--- src/hdl/stereo_linear_resampler_defines.svh ---
// Assertion macros used by the resampler top level.
`ifndef STEREO_LINEAR_RESAMPLER_DEFINES_SVH
`define STEREO_LINEAR_RESAMPLER_DEFINES_SVH

// Antecedent in a cycle implies the consequent in the same cycle.
`define SRS_ASSERT_SAME(label, clk, rst, ante, cons, msg) \
   label: assert property (@(posedge clk) disable iff (rst) (ante) |-> (cons)) \
      else $error(msg);

// Antecedent in a cycle implies the consequent in the next cycle.
`define SRS_ASSERT_NEXT(label, clk, rst, ante, cons, msg) \
   label: assert property (@(posedge clk) disable iff (rst) (ante) |=> (cons)) \
      else $error(msg);

`endif

--- src/hdl/srs_pkg.sv ---
// Shared types, constants and functions of the stereo resampler.
package srs_pkg;

   localparam int SAMPLE_W = 16;
   localparam int STEP_W   = 21;
   localparam int PHASE_W  = 22;
   localparam int VOL_W    = 7;
   localparam int GAIN_W   = 9;
   localparam int INDEX_W  = 2;

   localparam logic [PHASE_W-1:0] ONE_PHASE = 22'h010000;
   localparam logic [STEP_W-1:0]  MIN_STEP  = 21'd1024;
   localparam logic [STEP_W-1:0]  RESET_STEP = 21'h010000;
   localparam logic [GAIN_W-1:0]  UNITY_GAIN = 9'd256;
   localparam logic [VOL_W-1:0]   MAX_VOLUME = 7'd100;

   // Register indexes of the configuration port.
   localparam logic [INDEX_W-1:0] REG_PHASE_STEP = 2'd0;
   localparam logic [INDEX_W-1:0] REG_VOLUME     = 2'd1;
   localparam logic [INDEX_W-1:0] REG_MUTE       = 2'd2;

   typedef struct packed {
      logic skip;   // store the frame and drop the phase, no output
      logic load;   // capture the current frame
      logic mul;    // form the interpolation products, advance the phase
      logic scale;  // add to the previous sample and apply the gain
      logic emit;   // load the output register
   } srs_cmd_type;

   typedef struct packed {
      logic phase_ge_one;
      logic out_free;
   } srs_status_type;

   // Gain in 1/256 units: floor(min(vol,100) * 256 / 100).
   // 256/100 = 64/25, and 41944 / 2^20 approximates 1/25 closely enough
   // that the floor is exact for every product up to 6400.
   function automatic logic [GAIN_W-1:0] volume_to_gain(input logic [VOL_W-1:0] vol);
      logic [VOL_W-1:0] v;
      logic [22:0]      p;
      v = (vol > MAX_VOLUME) ? MAX_VOLUME : vol;
      p = 23'(v) * 23'd41944;
      return p[22:14];
   endfunction

endpackage

--- src/hdl/stereo_linear_resampler.sv ---
// Top level of the stereo linear-interpolation resampler.
//
// The resampler takes one signed 16-bit stereo frame per input item and
// emits zero or more interpolated stereo frames per item, one output item for
// each position of a 6.16 phase accumulator below one; tlast marks the final
// output item caused by an input. Each output is prev + floor((cur - prev) *
// phase / 65536), then scaled by floor(volume * 256 / 100) / 256 with a floor
// shift, or zero while mute is set. The phase step is clamped to at least 1024
// at write time, so one input yields at most 64 outputs. An input that yields
// no output is taken without starting a run; for an input with outputs, each
// output frame passes through one interpolation multiply, one gain multiply
// and one load of the output register, driven in turn by the sequencer, and
// the load waits while the output register still holds an untaken item.
// The output register lets the next input item be accepted while the last
// output item of the previous one is still waiting. Configuration writes are
// registered and should only be made while the block is idle.
module stereo_linear_resampler
   import srs_pkg::*;
(
   input  logic                 clock,
   input  logic                 reset,
   // Input items.
   input  logic                 req_tvalid,
   output logic                 req_tready,
   input  logic [31:0]          req_tdata,   // left_in [15:0], right_in [31:16]
   // Output items.
   output logic                 rsp_tvalid,
   input  logic                 rsp_tready,
   output logic [31:0]          rsp_tdata,   // left_out [15:0], right_out [31:16]
   output logic                 rsp_tlast,   // last_of_run
   // Configuration writes.
   input  logic                 csr_wr_en,
   input  logic [INDEX_W-1:0]   csr_index,
   input  logic [STEP_W-1:0]    csr_wdata
);

`include "stereo_linear_resampler_defines.svh"

   // Configuration registers. The volume is kept as its gain factor.
   logic [STEP_W-1:0] step_ff;
   logic [GAIN_W-1:0] gain_ff;
   logic              mute_ff;

   always_ff @(posedge clock) begin
      if (reset) begin
         step_ff <= RESET_STEP;
         gain_ff <= UNITY_GAIN;
         mute_ff <= 1'b0;
      end else if (csr_wr_en) begin
         case (csr_index)
            REG_PHASE_STEP: begin
               step_ff <= (csr_wdata < MIN_STEP) ? MIN_STEP : csr_wdata;
            end
            REG_VOLUME: begin
               gain_ff <= volume_to_gain(csr_wdata[VOL_W-1:0]);
            end
            REG_MUTE: begin
               mute_ff <= csr_wdata[0];
            end
            default: begin
               // Writes to unknown indexes are ignored.
            end
         endcase
      end
   end

   srs_cmd_type    cmd;
   srs_status_type status;
   logic signed [SAMPLE_W-1:0] left_out, right_out;

   // The sequencer walks each output frame through the datapath.
   srs_ctrl u_ctrl (
      .clock      (clock),
      .reset      (reset),
      .req_tvalid (req_tvalid),
      .req_tready (req_tready),
      .status     (status),
      .cmd        (cmd)
   );

   // The datapath holds the phase, the frame history and the output register.
   srs_dpath u_dpath (
      .clock       (clock),
      .reset       (reset),
      .cmd         (cmd),
      .status      (status),
      .step        (step_ff),
      .gain        (gain_ff),
      .mute        (mute_ff),
      .left_in     (req_tdata[15:0]),
      .right_in    (req_tdata[31:16]),
      .out_valid   (rsp_tvalid),
      .out_ready   (rsp_tready),
      .left_out    (left_out),
      .right_out   (right_out),
      .last_of_run (rsp_tlast)
   );

   assign rsp_tdata = {right_out, left_out};

   // At most one datapath command is issued in any cycle.
   `SRS_ASSERT_SAME(a_one_cmd, clock, reset, 1'b1, $onehot0(cmd), "several commands at once")
   // The output register is only loaded when it is free.
   `SRS_ASSERT_SAME(a_emit_free, clock, reset, cmd.emit, status.out_free, "output overwritten")
   // An item that starts a run blocks further input until the run ends.
   `SRS_ASSERT_NEXT(a_run_blocks, clock, reset, req_tvalid && req_tready && !status.phase_ge_one, !req_tready, "input taken during a run")
   // The last output of a run returns the sequencer to accepting input.
   `SRS_ASSERT_NEXT(a_run_ends, clock, reset, cmd.emit && status.phase_ge_one, req_tready, "run did not end")

endmodule

--- src/hdl/srs_ctrl.sv ---
// Sequencer of the resampler: steps each output frame through the datapath.
module srs_ctrl
   import srs_pkg::*;
(
   input  logic           clock,
   input  logic           reset,
   input  logic           req_tvalid,
   output logic           req_tready,
   input  srs_status_type status,
   output srs_cmd_type    cmd
);

   localparam logic [1:0] ST_IDLE  = 2'd0;
   localparam logic [1:0] ST_MUL   = 2'd1;
   localparam logic [1:0] ST_SCALE = 2'd2;
   localparam logic [1:0] ST_EMIT  = 2'd3;

   logic [1:0] state_ff;
   logic [1:0] state_in;

   always_comb begin
      state_in   = state_ff;
      cmd        = '0;
      req_tready = 1'b0;
      case (state_ff)
         ST_IDLE: begin
            req_tready = 1'b1;
            if (req_tvalid) begin
               if (status.phase_ge_one) begin
                  cmd.skip = 1'b1;
               end else begin
                  cmd.load = 1'b1;
                  state_in = ST_MUL;
               end
            end
         end
         ST_MUL: begin
            cmd.mul  = 1'b1;
            state_in = ST_SCALE;
         end
         ST_SCALE: begin
            cmd.scale = 1'b1;
            state_in  = ST_EMIT;
         end
         ST_EMIT: begin
            if (status.out_free) begin
               cmd.emit = 1'b1;
               state_in = status.phase_ge_one ? ST_IDLE : ST_MUL;
            end
         end
         default: begin
            state_in = ST_IDLE;
         end
      endcase
   end

   always_ff @(posedge clock) begin
      if (reset) begin
         state_ff <= ST_IDLE;
      end else begin
         state_ff <= state_in;
      end
   end

endmodule

--- src/hdl/srs_dpath.sv ---
// Datapath of the resampler: phase, frame history, multipliers, output register.
module srs_dpath
   import srs_pkg::*;
(
   input  logic                       clock,
   input  logic                       reset,
   input  srs_cmd_type                cmd,
   output srs_status_type             status,
   input  logic [STEP_W-1:0]          step,
   input  logic [GAIN_W-1:0]          gain,
   input  logic                       mute,
   input  logic signed [SAMPLE_W-1:0] left_in,
   input  logic signed [SAMPLE_W-1:0] right_in,
   output logic                       out_valid,
   input  logic                       out_ready,
   output logic signed [SAMPLE_W-1:0] left_out,
   output logic signed [SAMPLE_W-1:0] right_out,
   output logic                       last_of_run
);

   logic [PHASE_W-1:0]          phase_ff, phase_in;
   logic signed [SAMPLE_W-1:0]  prev_l_ff, prev_r_ff, cur_l_ff, cur_r_ff;
   logic signed [33:0]          prod_l_ff, prod_r_ff;
   logic signed [25:0]          scl_l_ff, scl_r_ff;
   logic signed [SAMPLE_W-1:0]  out_l_ff, out_r_ff;
   logic                        out_last_ff;
   logic                        out_valid_ff;

   logic                        ge_one;
   logic signed [SAMPLE_W:0]    diff_l, diff_r;
   logic signed [SAMPLE_W:0]    frac;
   logic signed [SAMPLE_W-1:0]  smp_l, smp_r;
   logic signed [GAIN_W:0]      geff;
   logic                        finish;

   assign ge_one = (phase_ff >= ONE_PHASE);
   assign status.phase_ge_one = ge_one;
   assign status.out_free     = !out_valid_ff || out_ready;

   assign diff_l = (SAMPLE_W+1)'(cur_l_ff) - (SAMPLE_W+1)'(prev_l_ff);
   assign diff_r = (SAMPLE_W+1)'(cur_r_ff) - (SAMPLE_W+1)'(prev_r_ff);
   assign frac   = $signed({1'b0, phase_ff[SAMPLE_W-1:0]});

   // Floor shift by 16 of the product; the sum stays in range by construction.
   assign smp_l = prev_l_ff + prod_l_ff[31:16];
   assign smp_r = prev_r_ff + prod_r_ff[31:16];
   assign geff  = mute ? '0 : $signed({1'b0, gain});

   assign finish = cmd.skip || (cmd.emit && ge_one);

   always_comb begin
      phase_in = phase_ff;
      if (cmd.mul) begin
         phase_in = phase_ff + PHASE_W'(step);
      end else if (finish) begin
         phase_in = phase_ff - ONE_PHASE;
      end
   end

   always_ff @(posedge clock) begin
      if (reset) begin
         phase_ff     <= '0;
         prev_l_ff    <= '0;
         prev_r_ff    <= '0;
         out_valid_ff <= 1'b0;
      end else begin
         phase_ff <= phase_in;
         if (cmd.skip) begin
            prev_l_ff <= left_in;
            prev_r_ff <= right_in;
         end else if (cmd.emit && ge_one) begin
            prev_l_ff <= cur_l_ff;
            prev_r_ff <= cur_r_ff;
         end
         if (cmd.emit) begin
            out_valid_ff <= 1'b1;
         end else if (out_ready) begin
            out_valid_ff <= 1'b0;
         end
      end
   end

   always_ff @(posedge clock) begin
      if (cmd.load) begin
         cur_l_ff <= left_in;
         cur_r_ff <= right_in;
      end
      if (cmd.mul) begin
         prod_l_ff <= 34'(diff_l) * 34'(frac);
         prod_r_ff <= 34'(diff_r) * 34'(frac);
      end
      if (cmd.scale) begin
         scl_l_ff <= 26'(smp_l) * 26'(geff);
         scl_r_ff <= 26'(smp_r) * 26'(geff);
      end
      if (cmd.emit) begin
         out_l_ff    <= scl_l_ff[23:8];
         out_r_ff    <= scl_r_ff[23:8];
         out_last_ff <= ge_one;
      end
   end

   assign out_valid   = out_valid_ff;
   assign left_out    = out_l_ff;
   assign right_out   = out_r_ff;
   assign last_of_run = out_last_ff;

endmodule
--- config.mk ---
export PLATFORM = sky130hd
export DESIGN_NAME = stereo_linear_resampler
export DESIGN_NICKNAME = d
export VERILOG_FILES = /design/src/hdl/srs_pkg.sv /design/src/hdl/stereo_linear_resampler.sv /design/src/hdl/srs_ctrl.sv /design/src/hdl/srs_dpath.sv
export VERILOG_INCLUDE_DIRS = /design/src /design/src/hdl
export SDC_FILE = /design/constraint.sdc
export NUM_CORES = 2
export LEC_CHECK = 0
export ABC_AREA = 1
export BUFFER_PORTS_ARGS = -buffer_cell sky130_fd_sc_hd__buf_2
export CAP_MARGIN = 20
export CORE_ASPECT_RATIO = 1.1
export CORE_MARGIN = 3
export CORE_UTILIZATION = 34
export DETAILED_ROUTE_END_ITERATION = 16
export SYNTH_ARGS = -nofsm -noshare
export SYNTH_HDL_FRONTEND = slang
export SYNTH_HIERARCHICAL = 1
export SYNTH_SLANG_ARGS = --single-unit
--- constraint.sdc ---
create_clock -name clock -period 15.8 [get_ports clock]
set_input_delay 0.79 -clock clock [delete_from_list [all_inputs] [get_ports clock]]
set_output_delay 0.79 -clock clock [all_outputs]
set_load 0.1 [all_outputs]
# Word-level counts from Yosys, hierarchy flattened
# Index checks and enable logic that the tools add are counted.
dict set report word_totals {
  ff_bits 265
  inputBits 60
  output_inout_bits 35
  elab_cells 77
}
dict set report op_classes {
  add_sub_neg 6
  multipliers 5
  magnitude_cmp 3
  n_eq_ne 8
  n_mux 25
  n_reduce_logical 13
}
# operator count
set op_table {}
lappend op_table {{multiplier 17 x 17 -> 32 bit} 2}
lappend op_table {{two-way mux 16 bit} 4}
lappend op_table {{multiplier 16 x 10 -> 24 bit} 2}
lappend op_table {{two-way mux 22 bit} 2}
lappend op_table {{subtractor 16 x 16 -> 17 bit} 2}
lappend op_table {{adder 16 bit} 2}
lappend op_table {{adder 22 x 21 -> 22 bit} 1}
lappend op_table {{greater-or-equal comparator 22 x 17 -> 1 bit, second input constant} 1}
lappend op_table {{subtractor 22 x 17 -> 22 bit, second input constant} 1}
lappend op_table {{< comparator 21 x 11 -> 1 bit, second input constant} 1}
lappend op_table {{two-way mux 21 bit} 1}
lappend op_table {{multiplier 7 x 13 -> 20 bit, second input constant} 1}
lappend op_table {{two-way mux 1 bit} 10}
lappend op_table {{two-way mux 2 bit} 5}
lappend op_table {{two-way mux 9 bit} 1}
lappend op_table {{case mux 2 bit (4 select lines)} 1}
lappend op_table {{> comparator 7 bit, second input constant} 1}
lappend op_table {{two-way mux 7 bit} 1}
lappend op_table {{equality test 2 bit, second input constant} 3}
lappend op_table {{inequality test 2 bit, second input constant} 3}
lappend op_table {{AND reduction 2 bit} 3}
lappend op_table {{nonzero test 2 bit} 3}
lappend op_table {{equality test 2 x 1 -> 1 bit, second input constant} 2}
lappend op_table {{logical NOT 2 bit} 2}
lappend op_table {{other kinds (4)} 5}

# Depth between registers and ports, before layout
dict set report depth {
  ltp_word 8
  depth_mapped 37
  ltp_nobuf 36
}

# By module
# The synthesis kept the hierarchy.
# module instances cells_per_inst area_each_um2 seq_area_each_um2
set modules_own_cells {}
lappend modules_own_cells {srs_dpath 1 5216 41658.7 4974.8}
lappend modules_own_cells {stereo_linear_resampler 1 393 2896.5 620.6}
lappend modules_own_cells {srs_ctrl 1 34 216.5 40.0}

# Worst setup path after synthesis
# Ideal clock, no wire load.
dict set report synth_path {
  path_kind {reg2reg}
  startpoint {reg u_dpath.cur_l_ff[0]}
  endpoint {reg u_dpath.prod_l_ff[31], data pin}
  setup_ns 0.252
  arrival_ns 6.684
  t_required_ns 15.548
  path_slack_ns 8.864
  path_stages_with_launch 35
  path_buffers 2
  period_less_slack_ns 6.936
  cell_sequence {edfxtp_1 inv_1 ha_1 fa_1 nand3b_1 nand2_1 nand2_1 nand2_2 nand2_1 nand3_1 nand2_1 buf_4 inv_1 nor2_1 fa_1 inv_1 fa_1 clkbuf_1 xor2_1 o21ai_0 fa_1 fa_1 inv_1 fa_1 inv_1 ha_1 a21oi_1 a21boi_0 nor2_1 nor3_1 nand2_1 nor2_1 inv_1 nand2_1 nand2_1}
}
dict set report synth_between {
  elab_chain_len 2
}
# element line_no
set synth_lines {}
lappend synth_lines {{start, declared} srs_dpath.sv:22} ;# logic signed [SAMPLE_W-1:0] prev_l_ff, prev_r_ff, cur_l_ff, cur_r_ff;
lappend synth_lines {{start signal, assigned} srs_dpath.sv:85} ;# cur_l_ff <= left_in;
lappend synth_lines {{subtractor 16 x 16 -> 17 bit} srs_dpath.sv:40} ;# assign diff_l = (SAMPLE_W+1)'(cur_l_ff) - (SAMPLE_W+1)'(prev_l_ff);
lappend synth_lines {{multiplier 17 x 17 -> 32 bit} srs_dpath.sv:89} ;# prod_l_ff <= 34'(diff_l) * 34'(frac);
lappend synth_lines {{end signal, assigned} srs_dpath.sv:89}
lappend synth_lines {{end, declared} srs_dpath.sv:23} ;# logic signed [33:0] prod_l_ff, prod_r_ff;
# No other way between the ends.
# A chain may end at the register's enable or synchronous reset.

# Worst setup path after layout
# Same ends and word-level chain as after synthesis.

==> impl_metrics.toml <==
[status]
status = "finished clean"

[setup_path]
reg2reg_to = "u_dpath/prod_l_ff[31]$_DFFE_PP_"
cp-startpoint = "u_dpath/cur_l_ff[0]$_DFFE_PP_"
startpoint_type = "register"
end_kind = "register"
reg2reg_depth = 32
crit_fanout = 12
cp_top_family = "adder cells"
reg2reg_from = "u_dpath/cur_l_ff[0]$_DFFE_PP_"
cp.required_ns = 16.11
slowest_delay_ns = 0.81
slowest_stage = "fa_1"
rrSetupSlack_ns = 7.88
crit_path_frequent_cell = "nand2_1"
critPathBufInv = 6
worstPathArrival_ns = 8.23
path_class = "register to register"

[die]
fp.dieH_microns = 387
core_sq_um = 131000
ios = 95
start_util = 0.343
row_count = 139
die_w_microns = 352
die_area_sq_um = 136000

[yosys]
synth_cells = 5643
syn-num-nets = 6874
ys_seq_area_frac = 0.126
synth_edf_count = 129
synthFlopType = "edfxtp_1"
async_reset_ff_frac = 0
ys_warn_count = 6
ys_types = 68
synth-seq-cells = 217
avgSynthCellArea_sq_um = 7.93
syn_area_sq_um = 44800

[finish]
syn_to_final_growth_pct = 7.21
drive_gt1_frac = 0.0567
utilization = 0.368
fin_nets = 6911
final_common_cell = "inv_1"
fillers = 13600
most-common-layout-cells = "inv_1, nand2_1, fa_1"
finalNonFillerCells = 7462

[placement]
place_hpwl_microns = 105000
dp_slack_ns = 7.96
portBuffers = 94
dp.cells = 7415
gp_congestion = 0.926

[route]
vias = 36300
drc_errors = 0
post_drt_wl_per_cell_microns = 16.9
drtIter0Drc = 1939
wl_microns = 126000
ant_nets = 0
dr.pass1.iters = 5
viasPerCell = 4.87

[clock_network]
postCtsHoldBufs = 0
post_cts_resized = 0
cts_tree = "done"
cts_buffers = 24
clk_path_buf_depth = 3
clockRootBuffer = "clkbuf_16"
htreeDepth = 1
clk_pin_slew_ns = 0.07
clock-sinks = 217
post_cts_buffers = 0
clk-insertion-delay-late_ns = 0.56

[timing]
fmaxAchievable_mhz = 126
finalHoldViolations = 0
rsz0062_at_grt = "false"
finalSetupViolCount = 0
slew_violations = 0
fin_worst_skew_ns = 0.0194
fin_ws_ns = 7.88
tightest_slew_ns = 1.09
tns_ns = 0
fin_crit_ns = 7.92
relSlewSlack = 0.269
period_share = 0.501

[hold_path]
holdPathEnd = "u_dpath/right_out[15]$_DFFE_PP_"
hp-class = "register to register"
hold_path_depth = 0
hold_start = "u_dpath/scl_r_ff[23]$_DFFE_PP_"

[global_route]
grt_antenna_before_repair = 4
grt_pass1_wl_microns = 205000
grt_max_degree = 61
grt_usage = 0.186
grt_overflow = 0
grt_pass1_vias = 38800

[run]
max-cap-violations = 0
==> sequential cells by signal, indices dropped and copies added (netlist names), 16 cells and up <==
name	cells
step_ff	21
u_dpath/cur_l_ff	16
u_dpath/cur_r_ff	16
u_dpath/left_out	16
u_dpath/phase_ff	22
u_dpath/prev_l_ff	16
u_dpath/prev_r_ff	16
u_dpath/prod_l_ff	16
u_dpath/prod_r_ff	16
u_dpath/right_out	16
u_dpath/scl_l_ff	16
u_dpath/scl_r_ff	16
==> cells by family after synthesis <==
group | after synthesis | synth area share
compound gates | 544 | 0.0685
xor+xnor | 130 | 0.0261
fa+ha+maj | 1171 | 0.455
buf+inv | 1486 | 0.127
flops | 217 | 0.126
mux | 1 | 0.000224
simple gates | 2094 | 0.197
==> layer usage <==
metal  share of wire  vias up  global-route usage
met2            0.49      918               0.333
met5         0.00010        -                   0
met4           0.031        2              0.0538
met3           0.049      185              0.0152
li1                -    17200                   -
met1            0.43    18000               0.239
==> per-stage QoR <==
stage               hold slack (ns)  instance area, sq um
floorplan                     0.400                 44800
global placement              0.401                 47200
detailed placement            0.405                 47200
CTS                           0.398                 48000
global route                  0.416                 48000
finish                        0.417                 48000
==> worst max path at each step <==
stage	endpoint	slack (ns)	cells past startpoint
3_5_place_dp	u_dpath/prod_l_ff[31]$_DFFE_PP_	7.96	32
4_1_cts	u_dpath/prod_l_ff[31]$_DFFE_PP_	7.93	32
3_3_place_gp	u_dpath/prod_l_ff[31]$_DFFE_PP_	8.05	32
5_1_grt	u_dpath/prod_l_ff[31]$_DFFE_PP_	7.24	32
6_report	u_dpath/prod_l_ff[31]$_DFFE_PP_	7.88	32
2_1_floorplan	u_dpath/prod_l_ff[31]$_DFFE_PP_	8.86	34
==> layout make-up <==
type                    count  area, sq um  share of cell area
multi-input cells        3940        33500               0.697
diodes                      2         5.00            0.000104
flip-flops and latches    217         5640               0.117
repair buffers            133          767              0.0160
clock buffers              30          643              0.0134
inverters                1364         5130               0.107
clock inverters            14          146             0.00305
well taps                1762         2200              0.0459
==> synthesized netlist by cell type, types with 29 or more instances <==
library cell  count  share of area
inv_1          1318           0.11
nand2_1        1007          0.084
fa_1            764           0.34
nor2_1          619          0.052
ha_1            407           0.11
nand3_1         260          0.029
a21oi_1         228          0.025
o21ai_0         163          0.018
edfxtp_1        129          0.087
xor2_1           91          0.018
clkbuf_1         89         0.0075
dfxtp_1          88          0.039
a31oi_1          48         0.0067
nor3_1           36         0.0040
nand4_1          35         0.0049
xnor2_1          35         0.0068
inv_2            29         0.0024
Power is not shown: default switching activity piles up to over one toggle a cycle in this logic, so the estimate is an artifact.
